`config.mk`:
```
export PLATFORM = sky130hd
export DESIGN_NAME = throttle_brake_ramp_sequencer
export DESIGN_NICKNAME = d
export VERILOG_FILES = /design/src/rtl/core/tbrs_pkg.sv /design/src/rtl/core/tbrs_step.sv /design/src/rtl/core/throttle_brake_ramp_sequencer.sv
export VERILOG_INCLUDE_DIRS = /design/src /design/src/rtl/core
export SDC_FILE = /design/constraint.sdc
export NUM_CORES = 1
export LEC_CHECK = 0
export ABC_AREA = 1
export CAP_MARGIN = 20
export CORE_MARGIN = 10
export CORE_UTILIZATION = 30
export DETAILED_ROUTE_END_ITERATION = 10
export DONT_BUFFER_PORTS = 1
export GPL_TIMING_DRIVEN = 0
export HOLD_SLACK_MARGIN = 0.05
export PLACE_DENSITY_LB_ADDON = 0.08
export SLEW_MARGIN = 20
export SYNTH_ARGS = -nofsm -noshare
export SYNTH_HDL_FRONTEND = slang
export SYNTH_SLANG_ARGS = --single-unit
```
`constraint.sdc`:
```
create_clock -name clock -period 9.4 [get_ports clock]
set_input_delay 1.88 -clock clock [delete_from_list [all_inputs] [get_ports clock]]
set_output_delay 1.88 -clock clock [all_outputs]
set_load 0.01 [all_outputs]
```
`src/rtl/core/assert_macros.svh`:
```
// Assertion macros shared by the sequencer RTL.
// No dependencies; included by the files that carry concurrent assertions.
`ifndef ASSERT_MACROS_SVH
`define ASSERT_MACROS_SVH

// Property checked at every rising edge, ignored while reset is high.
`define ASSERT_AT(label, clk, rst, prop, msg) \
   label: assert property (@(posedge clk) disable iff (rst) (prop)) else $error(msg);

// Overlapping implication checked at every rising edge, ignored in reset.
`define ASSERT_IMPLY(label, clk, rst, ante, cons, msg) \
   label: assert property (@(posedge clk) disable iff (rst) (ante) |-> (cons)) else $error(msg);

// Next-cycle implication checked at every rising edge, ignored in reset.
`define ASSERT_NEXT(label, clk, rst, ante, cons, msg) \
   label: assert property (@(posedge clk) disable iff (rst) (ante) |=> (cons)) else $error(msg);

`endif

```
`src/rtl/core/tbrs_pkg.sv`:
```
// Types, codes and reset constants of the throttle and brake ramp sequencer.
// No dependencies; imported by tbrs_step and the top level.
package tbrs_pkg;

   localparam int unsigned LevelW  = 8;
   localparam int unsigned PeriodW = 10;
   localparam int unsigned CountW  = 16;
   localparam int unsigned ActionW = 2;
   localparam int unsigned CsrIdxW = 3;
   localparam int unsigned CsrDataW = 10;

   typedef logic [LevelW-1:0]  level_type;
   typedef logic [PeriodW-1:0] period_type;
   typedef logic [CountW-1:0]  count_type;
   typedef logic [ActionW-1:0] action_type;
   typedef logic [CsrIdxW-1:0] csr_index_type;
   typedef logic [CsrDataW-1:0] csr_data_type;

   // Request action codes.
   localparam action_type ACT_TICK    = 2'd0;
   localparam action_type ACT_COMMAND = 2'd1;
   localparam action_type ACT_PEDAL   = 2'd2;
   localparam action_type ACT_NONE    = 2'd3;

   // Register indexes.
   localparam csr_index_type CSR_LOW_LIMIT     = 3'd0;
   localparam csr_index_type CSR_HIGH_LIMIT    = 3'd1;
   localparam csr_index_type CSR_THR_UP_PERIOD = 3'd2;
   localparam csr_index_type CSR_THR_DN_PERIOD = 3'd3;
   localparam csr_index_type CSR_BRK_UP_PERIOD = 3'd4;

   // Reset values.
   localparam level_type  RST_LOW_LIMIT     = 8'd25;
   localparam level_type  RST_HIGH_LIMIT    = 8'd225;
   localparam period_type RST_THR_UP_PERIOD = 10'd10;
   localparam period_type RST_THR_DN_PERIOD = 10'd5;
   localparam period_type RST_BRK_UP_PERIOD = 10'd15;
   localparam count_type  COUNT_MAX         = 16'hFFFF;

   typedef struct packed {
      level_type  low_limit;
      level_type  high_limit;
      period_type thr_up_period;
      period_type thr_dn_period;
      period_type brk_up_period;
   } cfg_type;

   typedef struct packed {
      action_type action;
      logic       automated_mode;
      logic       clear_emergency;
      level_type  throttle_goal;
      logic       throttle_switch_goal;
      level_type  brake_goal;
      logic       brake_switch_goal;
   } req_type;

   typedef struct packed {
      level_type throttle_now;
      level_type brake_now;
      logic      thr_sw_now;
      logic      brk_sw_now;
      level_type thr_target;
      level_type brk_target;
      logic      thr_sw_target;
      logic      brk_sw_target;
      logic      mode_auto;
      logic      emergency;
      count_type ms_count;
   } state_type;

   // Clamp into the drive window; the high limit wins if the limits cross.
   function automatic level_type clamp_level(level_type v, level_type low, level_type high);
      level_type r;
      r = (v < low) ? low : v;
      r = (r > high) ? high : r;
      return r;
   endfunction

endpackage

```
`src/rtl/core/tbrs_step.sv`:
```
// Next-state logic of the sequencer for one request.
// Depends on tbrs_pkg.
module tbrs_step (
   input  tbrs_pkg::cfg_type   cfg,
   input  tbrs_pkg::req_type   req,
   input  tbrs_pkg::state_type st,
   output tbrs_pkg::state_type nx
);
   import tbrs_pkg::*;

   count_type cnt_inc;
   logic      thr_dn_due;
   logic      thr_up_due;
   logic      brk_up_due;

   assign cnt_inc    = (st.ms_count == COUNT_MAX) ? st.ms_count : st.ms_count + 1'b1;
   assign thr_dn_due = cnt_inc > CountW'(cfg.thr_dn_period);
   assign thr_up_due = cnt_inc > CountW'(cfg.thr_up_period);
   assign brk_up_due = cnt_inc > CountW'(cfg.brk_up_period);

   always_comb begin
      nx = st;
      case (req.action)
         ACT_TICK: begin
            nx.ms_count = cnt_inc;
            if (st.thr_sw_now) begin
               if (st.throttle_now > st.thr_target) begin
                  if (thr_dn_due) begin
                     nx.throttle_now = st.throttle_now - 1'b1;
                     nx.ms_count     = '0;
                  end
               end else if (st.throttle_now < st.thr_target) begin
                  if (thr_up_due) begin
                     nx.throttle_now = st.throttle_now + 1'b1;
                     nx.ms_count     = '0;
                  end
               end else if (st.thr_sw_now != st.thr_sw_target) begin
                  nx.thr_sw_now = ~st.thr_sw_now;
               end
            end else if (!st.brk_sw_now) begin
               // The brake releases at once but ramps up.
               if (st.brake_now > st.brk_target) begin
                  nx.brake_now = st.brk_target;
               end else if (st.brake_now < st.brk_target) begin
                  if (brk_up_due) begin
                     nx.brake_now = st.brake_now + 1'b1;
                     nx.ms_count  = '0;
                  end
               end else if (st.brk_sw_now != st.brk_sw_target) begin
                  nx.brk_sw_now = ~st.brk_sw_now;
               end
            end else begin
               if (st.brk_sw_now != st.brk_sw_target) begin
                  nx.brk_sw_now = ~st.brk_sw_now;
               end else if (st.thr_sw_now != st.thr_sw_target) begin
                  nx.thr_sw_now = ~st.thr_sw_now;
               end
            end
         end
         ACT_COMMAND: begin
            nx.mode_auto     = req.automated_mode;
            nx.emergency     = st.emergency & ~req.clear_emergency;
            nx.thr_target    = clamp_level(req.throttle_goal, cfg.low_limit, cfg.high_limit);
            nx.brk_target    = clamp_level(req.brake_goal, cfg.low_limit, cfg.high_limit);
            nx.thr_sw_target = req.throttle_switch_goal;
            nx.brk_sw_target = req.brake_switch_goal;
            nx.throttle_now  = clamp_level(st.throttle_now, cfg.low_limit, cfg.high_limit);
            nx.brake_now     = clamp_level(st.brake_now, cfg.low_limit, cfg.high_limit);
         end
         ACT_PEDAL: begin
            nx.emergency = st.emergency | st.mode_auto;
         end
         default: begin
            nx = st;
         end
      endcase

      // A latched emergency pins full brake, minimum throttle, switches off.
      if (req.action != ACT_NONE && nx.emergency) begin
         nx.throttle_now  = cfg.low_limit;
         nx.brake_now     = cfg.high_limit;
         nx.thr_target    = cfg.low_limit;
         nx.brk_target    = cfg.high_limit;
         nx.thr_sw_now    = 1'b0;
         nx.brk_sw_now    = 1'b0;
         nx.thr_sw_target = 1'b0;
         nx.brk_sw_target = 1'b0;
      end
   end

endmodule

```
`src/rtl/core/throttle_brake_ramp_sequencer.sv`:
```
// Top level of the throttle and brake ramp sequencer.
// Depends on tbrs_pkg, tbrs_step and assert_macros.svh.
//
//   Channel   Direction  Handshake            Content
//   req_*     in         req_valid/req_ready  tick, command or brake pedal request
//   rsp_*     out        rsp_valid/rsp_ready  drive levels, switches, relay, emergency
//   csr_*     in         csr_wr_en            limits and ramp periods, no read-back
//
// A request is captured in the input register and applied once the output stage
// is free, which makes its response valid. One request per cycle is sustained
// while responses are taken; the combinational tbrs_step logic sets that rate.
// Reset is synchronous and active high and restores all limits and state.
// A stalled response holds the state update of the request behind it in the
// input register; req_ready drops only when both stages are full.
`include "assert_macros.svh"

module throttle_brake_ramp_sequencer (
   input  logic                    clock,
   input  logic                    reset,
   input  logic                    req_valid,
   output logic                    req_ready,
   input  tbrs_pkg::action_type    req_action,
   input  logic                    req_automated_mode,
   input  logic                    req_clear_emergency,
   input  tbrs_pkg::level_type     req_throttle_goal,
   input  logic                    req_throttle_switch_goal,
   input  tbrs_pkg::level_type     req_brake_goal,
   input  logic                    req_brake_switch_goal,
   output logic                    rsp_valid,
   input  logic                    rsp_ready,
   output tbrs_pkg::level_type     rsp_throttle_drive,
   output tbrs_pkg::level_type     rsp_brake_drive,
   output logic                    rsp_throttle_switch_out,
   output logic                    rsp_brake_switch_out,
   output logic                    rsp_relay_on,
   output logic                    rsp_emergency_active,
   input  logic                    csr_wr_en,
   input  tbrs_pkg::csr_index_type csr_index,
   input  tbrs_pkg::csr_data_type  csr_wdata
);
   import tbrs_pkg::*;

   cfg_type   cfg_ff;
   req_type   req_ff;
   logic      in_valid_ff;
   logic      rsp_valid_ff;
   state_type st_ff;
   state_type st_in;
   logic      out_free;
   logic      in_free;
   logic      fire;

   // The output stage frees up when it is empty or its response is taken;
   // the input stage frees up when it is empty or moves on in this cycle.
   assign out_free  = !rsp_valid_ff || rsp_ready;
   assign fire      = in_valid_ff && out_free;
   assign in_free   = !in_valid_ff || out_free;
   assign req_ready = in_free;

   // Configuration registers. Writes to indexes beyond the list are dropped.
   always_ff @(posedge clock) begin
      if (reset) begin
         cfg_ff.low_limit     <= RST_LOW_LIMIT;
         cfg_ff.high_limit    <= RST_HIGH_LIMIT;
         cfg_ff.thr_up_period <= RST_THR_UP_PERIOD;
         cfg_ff.thr_dn_period <= RST_THR_DN_PERIOD;
         cfg_ff.brk_up_period <= RST_BRK_UP_PERIOD;
      end else if (csr_wr_en) begin
         case (csr_index)
            CSR_LOW_LIMIT:     cfg_ff.low_limit     <= csr_wdata[LevelW-1:0];
            CSR_HIGH_LIMIT:    cfg_ff.high_limit    <= csr_wdata[LevelW-1:0];
            CSR_THR_UP_PERIOD: cfg_ff.thr_up_period <= csr_wdata[PeriodW-1:0];
            CSR_THR_DN_PERIOD: cfg_ff.thr_dn_period <= csr_wdata[PeriodW-1:0];
            CSR_BRK_UP_PERIOD: cfg_ff.brk_up_period <= csr_wdata[PeriodW-1:0];
            default: begin
            end
         endcase
      end
   end

   // Input register.
   always_ff @(posedge clock) begin
      if (reset) begin
         in_valid_ff <= 1'b0;
      end else if (in_free) begin
         in_valid_ff <= req_valid;
      end
   end

   always_ff @(posedge clock) begin
      if (in_free && req_valid) begin
         req_ff.action               <= req_action;
         req_ff.automated_mode       <= req_automated_mode;
         req_ff.clear_emergency      <= req_clear_emergency;
         req_ff.throttle_goal        <= req_throttle_goal;
         req_ff.throttle_switch_goal <= req_throttle_switch_goal;
         req_ff.brake_goal           <= req_brake_goal;
         req_ff.brake_switch_goal    <= req_brake_switch_goal;
      end
   end

   tbrs_step u_step (
      .cfg (cfg_ff),
      .req (req_ff),
      .st  (st_ff),
      .nx  (st_in)
   );

   // The state registers double as the response register: the state advances
   // only when no response is pending or the pending one is being taken, so
   // the response fields always show the state left by the request being answered.
   always_ff @(posedge clock) begin
      if (reset) begin
         st_ff.throttle_now  <= RST_LOW_LIMIT;
         st_ff.brake_now     <= RST_HIGH_LIMIT;
         st_ff.thr_sw_now    <= 1'b0;
         st_ff.brk_sw_now    <= 1'b0;
         st_ff.thr_target    <= RST_LOW_LIMIT;
         st_ff.brk_target    <= RST_HIGH_LIMIT;
         st_ff.thr_sw_target <= 1'b0;
         st_ff.brk_sw_target <= 1'b0;
         st_ff.mode_auto     <= 1'b0;
         st_ff.emergency     <= 1'b0;
         st_ff.ms_count      <= '0;
      end else if (fire) begin
         st_ff <= st_in;
      end
   end

   always_ff @(posedge clock) begin
      if (reset) begin
         rsp_valid_ff <= 1'b0;
      end else if (out_free) begin
         rsp_valid_ff <= in_valid_ff;
      end
   end

   assign rsp_valid               = rsp_valid_ff;
   assign rsp_throttle_drive      = st_ff.throttle_now;
   assign rsp_brake_drive         = st_ff.brake_now;
   assign rsp_throttle_switch_out = st_ff.thr_sw_now;
   assign rsp_brake_switch_out    = st_ff.brk_sw_now;
   assign rsp_relay_on            = st_ff.mode_auto;
   assign rsp_emergency_active    = st_ff.emergency;

   `ASSERT_NEXT(a_fire_gives_rsp, clock, reset, fire, rsp_valid_ff, "applied request produced no response")
   `ASSERT_NEXT(a_held_request_kept, clock, reset, in_valid_ff && !out_free, in_valid_ff && $stable(req_ff), "stalled request lost from input register")
   `ASSERT_IMPLY(a_emergency_switches_off, clock, reset, rsp_valid_ff && st_ff.emergency, !st_ff.thr_sw_now && !st_ff.brk_sw_now, "switch on during emergency")
   `ASSERT_IMPLY(a_emergency_needs_auto, clock, reset, $rose(st_ff.emergency), $past(st_ff.mode_auto), "emergency latched in manual mode")

endmodule

```
==> results.cfg, run 1 <==
[setup_path]
worst-path-max-fanout = 10
critPathArrivalTime_ns = 4.69
worstSetupStartpointType = register
required_ns = 9.69
crit_type = reg2reg
cp-end-kind = register

[placement]
place_inst = 1740
place.gp.congestion = 0.854
pre_cts_slack_ns = 5.11
port_buffers = 0
dp_hpwl_um = 25900

[cts]
cts_setup_buffers = 0
root_buffer = clkbuf_16
clk_latency_ns = 0.43
cts_tree = yes
path_clk_slew_ns = 0.06
ctsHoldBuffers = 0
numCtsBuffers = 17
htreeDepth = 4
cts.sinks = 124
ctsResizeCount = 0
cts_buffer_depth = 2

[timing]
finalHoldViolCount = 0
maxSlewHeadroom_pct = 39.5
fin_crit_ns = 4.40
post-route-period-util_pct = 46.9
fin_setup_tns_ns = 0
tightest_slew_ns = 0.907
layout_setup_ws_ns = 5.00
setup_viol = 0
fmax_mhz = 227
fin_skew_ns = 0.0108
rsz0062_at_grt = no
drv_slew = 0

[global_route]
antenna_found_initial = 0
grt_max_degree = 23
grt_pass1_vias = 8541
grt-ovfl-total = 0
track_usage_pct = 17.2
grt_first_pass_wirelength_um = 51300

[finish]
syn_to_final_growth_pct = 11.8
finalNetCount = 1523
antenna_cells = 0
final_common_cell = nand2_1
fin_cells = 1772
final_cell_mix = nand2_1, inv_1, a21oi_1
fin_util_pct = 34.0
final_layout_size_suffix_gt1_share_pct = 6.32

[detailed_routing]
wirelength_um = 33000
vias = 8744
ant_nets = 0
avgViaCountPerCell = 4.93
drc = 0
routedWlPerCell_um = 18.6
drt_iter0_drc = 582
firstDrtPassIters = 5

[yosys]
synth_area_mm2 = 0.00933
seq_area_frac_synth_pct = 29.0
ys_types = 41
yosys-top-cells-area = dfxtp_1, ha_1, nand2_1
synth_area_per_cell_um2 = 6.94
synth_top_area_share_pct = 21.9
ys_seq_elements = 124
synth_edf_count = 22
synthesis.nets = 1504
yosys_most_used_dff = dfxtp_1
synth_warnings = 0
syn_inst = 1344
async_flop_share_pct = 0
yosysTopAreaCell = dfxtp_1

[power]
p_per_area_mw_per_mm2 = 171
power.leakage_nw = 4.85
p_total_w = 0.00179
irDropWorstVdd_mv = 0.108

[floorplanning]
die_w_um = 196
std_cell_rows = 64
dieArea_mm2 = 0.0386
boundaryPins = 62
initial_core_util_pct = 30.4
core_mm2 = 0.0307
dieHeight_um = 196

[flow_run]
drv_cap = 0

[outcome]
status = completed

[hold_path]
hp-class = reg2reg
## cell usage after synthesis, types with 3 or more instances
library cell and n:
o21ai_0 109, nand3_1 88, a31oi_1 3, nand4_1 28
dfxtp_1 102, buf_2 3, clkbuf_1 30, nand2_1 354
a22oi_1 3, buf_4 18, ha_1 119, nor2_1 68
a21oi_1 137, edfxtp_1 22, nor2_4 4, xor2_1 7
nand2_4 8, o21a_1 6, inv_1 156, xnor2_1 7
nor2_2 13, nor3_1 6, nand2_2 3, o211ai_1 25
o21ai_1 3
## critical path: stages (launching register included)
cell and delay (ns):
dfxtp_1 0.44, inv_1 0.30, ha_1 0.37, o21ai_0 0.07, nand2_1 0.08, nand3_1 0.06
nand2_1 0.08, nand2_1 0.07, nand2_1 0.16, clkbuf_1 0.35, o21ai_0 0.22, ha_1 0.35
nand2_1 0.07, o211ai_1 0.59, nand2_1 0.37, nand3_1 0.19, nand3_1 0.09, nand2_1 0.10
o21ai_0 0.11, nand3_1 0.11, nand3_1 0.06
## sequential cells by signal (all words and copies together) (netlist names)
signal / flops
st_ff: 34
req_ff: 22
rsp_brake_switch_out: 1
rsp_valid: 1
rsp_throttle_drive: 8
in_valid_ff: 1
rsp_throttle_switch_out: 1
cfg_ff: 46
rsp_relay_on: 1
rsp_emergency_active: 1
rsp_brake_drive: 8
## metal layers
| layer | part of all wire, % | up-vias | GRT usage, % |
|---|---|---|---|
| li1 | - | 4526 | - |
| met1 | 53 | 4030 | 25.1 |
| met2 | 42 | 168 | 25.3 |
| met3 | 4.5 | 20 | 3.07 |
| met4 | 1.2 | 0 | 4.38 |
| met5 | 0 | - | 0 |
## final timing paths
| kind | from | end | slack, ns | cells past startpoint |
|---|---|---|---|---|
| setup / recovery | cfg_ff[39]$_SDFFE_PP0P_ | rsp_brake_drive[0]$_SDFFE_PP1P_ | 5.00 | 20 |
| hold / removal | cfg_ff[26]$_SDFFE_PP0P_ | cfg_ff[26]$_SDFFE_PP0P_ | 0.46 | 2 |
| setup reg to reg | cfg_ff[39]$_SDFFE_PP0P_ | rsp_brake_drive[0]$_SDFFE_PP1P_ | 5.00 | 20 |
| hold reg to reg | cfg_ff[26]$_SDFFE_PP0P_ | cfg_ff[26]$_SDFFE_PP0P_ | 0.46 | 2 |
## through the flow
stage	area, um2	hold slack [ns]
after CTS	10400	0.464
after floorplan	9330	0.435
after global routing	10400	0.484
final	10400	0.462
after global placement	9830	0.454
after detailed placement	9830	0.454
## power breakdown
part | leakage (nW) | switching [W] | internal [W]
Sequential | 1.05 | 0.0000276 | 0.000564
Clock | 0.286 | 0.000263 | 0.000442
Combinational | 3.52 | 0.000325 | 0.000166
Total | 4.85 | 0.000615 | 0.00117
## area by class of cell
type	count	area, um2
flip-flops and latches	124	2700
well taps	396	495
fillers	3366	20200
plain buffers	55	297
clock buffers	20	437
clock inverters	12	171
multi-input cells	1006	5740
inverters	159	597
## cell families after synthesis
kind of cell / after synthesis / synth area share, %
and+or+nand+nor: 579 / 27.0
AOI/OAI and AO/OA: 292 / 16.8
buffers and inverters: 214 / 9.57
DFF: 124 / 29.0
adders and majority gates: 120 / 16.2
xor gates and xnor gates: 15 / 1.49
Power figures use the tool's default switching activity.
==> inputs of run 2 (changes only) <==
- ABC_AREA: 1 -> 0
- clock period: 9.4 -> 4.6 ns (I/O delays scaled with it)
==> run 2 against run 1 <==
Net effect: final area is 0.55% higher; sequential share of layout area barely moved; die area down 1.7%; largest cell class unchanged; largest power group unchanged.
==> results.cfg, run 2 <==
[outcome]
status = completed

[finish]
final_common_cell = nand2_1
final_cell_mix = nand2_1, ha_1, dfxtp_1
top_regs = cfg_ff x46, st_ff x34, req_ff x22
top_register = cfg_ff
syn_to_final_growth_pct = 14.7
final_layout_size_suffix_gt1_share_pct = 13.2
antenna_cells = 0
largest_reg_flops = 46
finalNetCount = 1288
fin_cells = 1531

[setup_path]
crit_type = reg2reg
startpoint = cfg_ff[42]$_SDFFE_PP1P_
critPathArrivalTime_ns = 4.70
required_ns = 4.90
worstSetupStartpointType = register
slowest_stage = dfxtp_2
cp_cell_sequence = clkinvlp_4 -> buf_4 -> ha_1 -> and2_1 -> o21ai_0 -> o21ai_0 -> o41a_1 -> clkbuf_1 -> mux2_2 -> ha_1 -> nor2b_1 -> o21a_1 -> o21a_1 -> o21ai_0 -> a21oi_1 -> a21o_1 -> a221oi_1 -> nor2_1
max_stage_delay_ns = 0.46
worst-path-max-fanout = 8
worstReg2RegStart = cfg_ff[42]$_SDFFE_PP1P_
cp-end-kind = register
cp_common_cell = o21ai_0

[placement]
place_inst = 1480
port_buffers = 0
pre_cts_slack_ns = -0.932
dp_hpwl_um = 24800
place.gp.congestion = 0.844

[floorplanning]
std_cell_rows = 63
boundaryPins = 62
dieHeight_um = 195
die_w_um = 195
dieArea_mm2 = 0.0379
core_mm2 = 0.0299
initial_core_util_pct = 30.6

[cts]
cts.sinks = 124
ctsHoldBuffers = 0
cts_tree = yes
clk_latency_ns = 0.43
htreeDepth = 4
root_buffer = clkbuf_16
numCtsBuffers = 17
path_clk_slew_ns = 0.06
cts_buffer_depth = 2

[detailed_routing]
routedWlPerCell_um = 21.2
drc = 0
firstDrtPassIters = 8
wirelength_um = 32400
drt_iter0_drc = 432
ant_nets = 0
avgViaCountPerCell = 5.34
vias = 8180

[hold_path]
hp-class = reg2reg
min_from = cfg_ff[24]$_SDFFE_PP0P_

[yosys]
synth_top_area_share_pct = 22.3
syn_inst = 1089
ys_seq_elements = 124
synth_warnings = 0
yosys_most_used_dff = dfxtp_1
seq_area_frac_synth_pct = 29.5
synth_area_per_cell_um2 = 8.40
yosys-top-cells-area = dfxtp_1, ha_1, edfxtp_1
synth_common_cells = nand2_1, ha_1, dfxtp_1
synth_area_mm2 = 0.00915
synth_edf_count = 22
yosys.cell_count.top_type = nand2_1
ys_types = 78
yosysTopAreaCell = dfxtp_1
synthesis.nets = 1249
async_flop_share_pct = 0

[power]
p_per_area_mw_per_mm2 = 300
power.leakage_nw = 4.32
p_total_w = 0.00315
irDropWorstVdd_mv = 0.240

[global_route]
grt_pass1_vias = 8118
track_usage_pct = 16.8
grt_max_degree = 23
antenna_found_initial = 0
grt_first_pass_wirelength_um = 49800
grt-ovfl-total = 0

[timing]
rsz0062_at_grt = no
setup_viol = 0
fin_crit_ns = 4.40
post-route-period-util_pct = 95.6
layout_setup_ws_ns = 0.203
fmax_mhz = 227
maxSlewHeadroom_pct = 39.4
tightest_slew_ns = 0.906
fin_skew_ns = 0.0121
finalHoldViolCount = 0
drv_slew = 0
hold_ws_ns = 0.455

[flow_run]
drv_cap = 0
## run 2: cell types whose count changed in the layout (fill, tap and decap cells not counted), moves of 13 or more
| cell | delta |
|---|---|
| a211oi_1 | +13 |
| a21o_1 | +18 |
| a21oi_1 | -58 |
| and3_1 | +13 |
| buf_4 | +19 |
| inv_1 | -80 |
| mux2_2 | +26 |
| mux2i_1 | +21 |
| nand2_1 | -213 |
| nand3_1 | -51 |
| nand4_1 | -16 |
| nor2b_1 | +15 |
| o21ai_0 | -56 |
## run 2: per-layer routing
metal | track usage (%) | up-vias | part of all wire [%]
li1 | - | 4033 | -
met4 | 4.57 | 0 | 1.9
met1 | 21.2 | 3934 | 46
met5 | 0 | - | 0
met3 | 3.34 | 44 | 4.3
met2 | 28.5 | 169 | 48
## run 2: what timing repair did
| action | in CTS | in global routing |
|---|---|---|
| cloned | 0 | 0 |
| endpoints found under the setup margin | 40 | 39 |
| gates resized for setup | 22 | 13 |
| pin swaps | 1 | 3 |
| buffers inserted | 4 | 16 |
## run 2: stage by stage
stage	util, %	TNS [ns]	area, um2
floorplan	-	0	9150
global placement	32.3	-18.91	9640
detailed placement	32.3	-17.40	9650
CTS	34.6	0	10300
global route	35.1	0	10500
finish	35.1	0	10500
## run 2: logic make-up after synthesis
kind of cell | share of synthesized area, %
and+or+nand+nor | 17.9
AOI/OAI and AO/OA | 22.1
buffers and inverters | 6.48
DFF | 29.5
adders and majority gates | 16.5
muxes | 5.50
xor gates and xnor gates | 2.01
## run 2: critical path: cells and delay by family, from the launching register on
family | cells | cell delay [ns]
compound gates | 9 | 1.81
buf+inv | 3 | 0.67
fa+ha+maj | 2 | 0.59
flops | 1 | 0.46
simple gates | 3 | 0.37
mux | 1 | 0.35
## run 2: cell type report
cell class                      instances  area [um2]
Buffer                                 55         288
Clock buffer                           20         458
Sequential cell                       124        2720
Timing Repair Buffer                   21         158
Fill cell                            3155       19400
Multi-Input combinational cell        828        5950
Clock inverter                         12         113
Inverter                               81         319
Tap cell                              390         488
## run 2: path summary, 6_finish.rpt
path / end / cells after the start / slack, ns
max reg2reg: st_ff[27]$_SDFFE_PP1P_ / 18 / 0.20
min reg2reg: cfg_ff[24]$_SDFFE_PP0P_ / 2 / 0.46
max: st_ff[27]$_SDFFE_PP1P_ / 18 / 0.20
min: cfg_ff[24]$_SDFFE_PP0P_ / 2 / 0.46
## run 2: power breakdown
group,leakage (nW),total [W],internal (W),switching [W]
combinational,3.00,0.000646,0.000273,0.000373
sequential,1.05,0.00118,0.00114,0.0000412
clock,0.276,0.00132,0.000778,0.000543
==> inputs of run 3 (changes only) <==
- CTS_BUF_LIST: unset -> sky130_fd_sc_hd__clkbuf_8
- GPL_ROUTABILITY_DRIVEN: unset -> 0
==> run 3 against run 2 <==
Net effect: critical path depth shrank 4; fmax grew 0.38%; core utilization shrank 0.68 points; wire length is essentially flat; count of clock-buffer cells in the layout shrank 3; final cell count shrank 0.20%; highest routed layer unchanged.
==> results.cfg, run 3 (synthesis results as in run 2) <==
[floorplanning]
initial_core_util_pct = 30.6
std_cell_rows = 63
die_w_um = 195
dieHeight_um = 195
dieArea_mm2 = 0.0379
core_mm2 = 0.0299
boundaryPins = 62

[timing]
layout_setup_ws_ns = 0.220
fin_crit_ns = 4.38
fmax_mhz = 228
maxSlewHeadroom_pct = 39.7
drv_slew = 0
tightest_slew_ns = 0.900
fin_skew_ns = 0.0182
finalHoldViolCount = 0
fin_setup_tns_ns = 0
setup_viol = 0
post-route-period-util_pct = 95.2
rsz0062_at_grt = no
hold_ws_ns = 0.458

[setup_path]
critPathArrivalTime_ns = 4.69
startpoint = cfg_ff[43]$_SDFFE_PP0P_
cp_common_cell = ha_1
worstSetupStartpointType = register
cp_cell_sequence = clkinvlp_4 -> ha_1 -> a2111oi_1 -> nand2_1 -> o22ai_4 -> mux2_2 -> ha_1 -> a21o_1 -> a221o_1 -> a221oi_1 -> a41o_2 -> mux2i_1 -> a2111oi_2 -> a31oi_1
slowest_stage = dfxtp_4
cp-end-kind = register
max_stage_delay_ns = 0.46
crit_buf_inv = 1
crit_type = reg2reg
cpLargestDelayFamily = compound AO/OA/AOI/OAI gates
worst-path-max-fanout = 8
worstReg2RegStart = cfg_ff[43]$_SDFFE_PP0P_
required_ns = 4.91

[cts]
root_buffer = clkbuf_8
cts.sinks = 124
cts_buffer_depth = 2
path_clk_slew_ns = 0.09
ctsHoldBuffers = 0
htreeDepth = 4
clk_latency_ns = 0.47
numCtsBuffers = 17
cts_tree = yes

[detailed_routing]
firstDrtPassIters = 5
routedWlPerCell_um = 21.2
wirelength_um = 32400
drt_iter0_drc = 387
avgViaCountPerCell = 5.31
ant_nets = 0
drc = 0
vias = 8110

[outcome]
status = completed

[global_route]
track_usage_pct = 16.8
antenna_found_initial = 0
grt_max_degree = 23
grt_pass1_vias = 8098
grt_first_pass_wirelength_um = 49800
grt-ovfl-total = 0

[finish]
final_layout_size_suffix_gt1_share_pct = 13.1
largest_reg_flops = 46
finalNetCount = 1285
nFillCells = 3175
top_regs = cfg_ff x46, st_ff x34, req_ff x22
antenna_cells = 0
syn_to_final_growth_pct = 12.4
final_cell_mix = nand2_1, ha_1, dfxtp_1
top_register = cfg_ff
final_common_cell = nand2_1

[hold_path]
hp-class = reg2reg
min_from = cfg_ff[24]$_SDFFE_PP0P_

[power]
irDropWorstVdd_mv = 0.262
p_per_area_mw_per_mm2 = 272
power.leakage_nw = 4.24

[placement]
dp_hpwl_um = 24800
pre_cts_slack_ns = -0.932
port_buffers = 0

[flow_run]
drv_cap = 0
-- run 3: per-stage QoR --
stage | utilization, % | cell area, um2 | std cells | power [W]
final | 34.4 | 10300 | 1528 | 0.00280
after global routing | 34.4 | 10300 | 1528 | 0.00296
after CTS | 34.0 | 10100 | 1515 | 0.00282
after detailed placement | 32.3 | 9650 | 1480 | 0.00183
after global placement | 32.3 | 9640 | 1479 | 0.00182
after floorplan | - | 9150 | 1089 | 0.00165
-- run 3: cell type report --
cell class | count | area [um2] | share of cell area, %
multi-input combinational | 828 | 5970 | 58.0
sequential | 124 | 2720 | 26.4
tap | 390 | 488 | 4.74
inverter | 81 | 312 | 3.03
buffer | 55 | 288 | 2.80
clock buffer | 17 | 234 | 2.27
clock inverter | 15 | 150 | 1.46
timing repair buffer | 18 | 135 | 1.31
-- run 3: path summary, 6_finish.rpt --
path	endpoint	slack (ns)	depth (start not counted)
max	rsp_throttle_drive[0]$_SDFFE_PP1P_	0.22	14
max reg2reg	rsp_throttle_drive[0]$_SDFFE_PP1P_	0.22	14
min reg2reg	cfg_ff[24]$_SDFFE_PP0P_	0.46	2
min	cfg_ff[24]$_SDFFE_PP0P_	0.46	2
-- run 3: what timing repair did --
item                                    CTS  global route
endpoints found under the setup margin   40            40
pin swaps                                 1             4
buffers inserted                          4            13
resized for setup                        22            14
-- run 3: per-layer routing --
| layer | GRT usage (%) | part of all wire [%] |
|---|---|---|
| met1 | 21.1 | 46 |
| met2 | 28.6 | 48 |
| met3 | 3.51 | 4.6 |
| met4 | 4.23 | 1.8 |
| met5 | 0 | 0 |
-- run 3: worst min-delay path, delay by kind of cell (launching register included) --
kind | cells | cell delay (ns)
compound gates | 1 | 0.05
flops | 1 | 0.31
simple gates | 1 | 0.05
-- run 3: power by group --
part           switching [W]  internal, W
registers          0.0000412      0.00114
logic               0.000374     0.000273
clock network       0.000497     0.000480
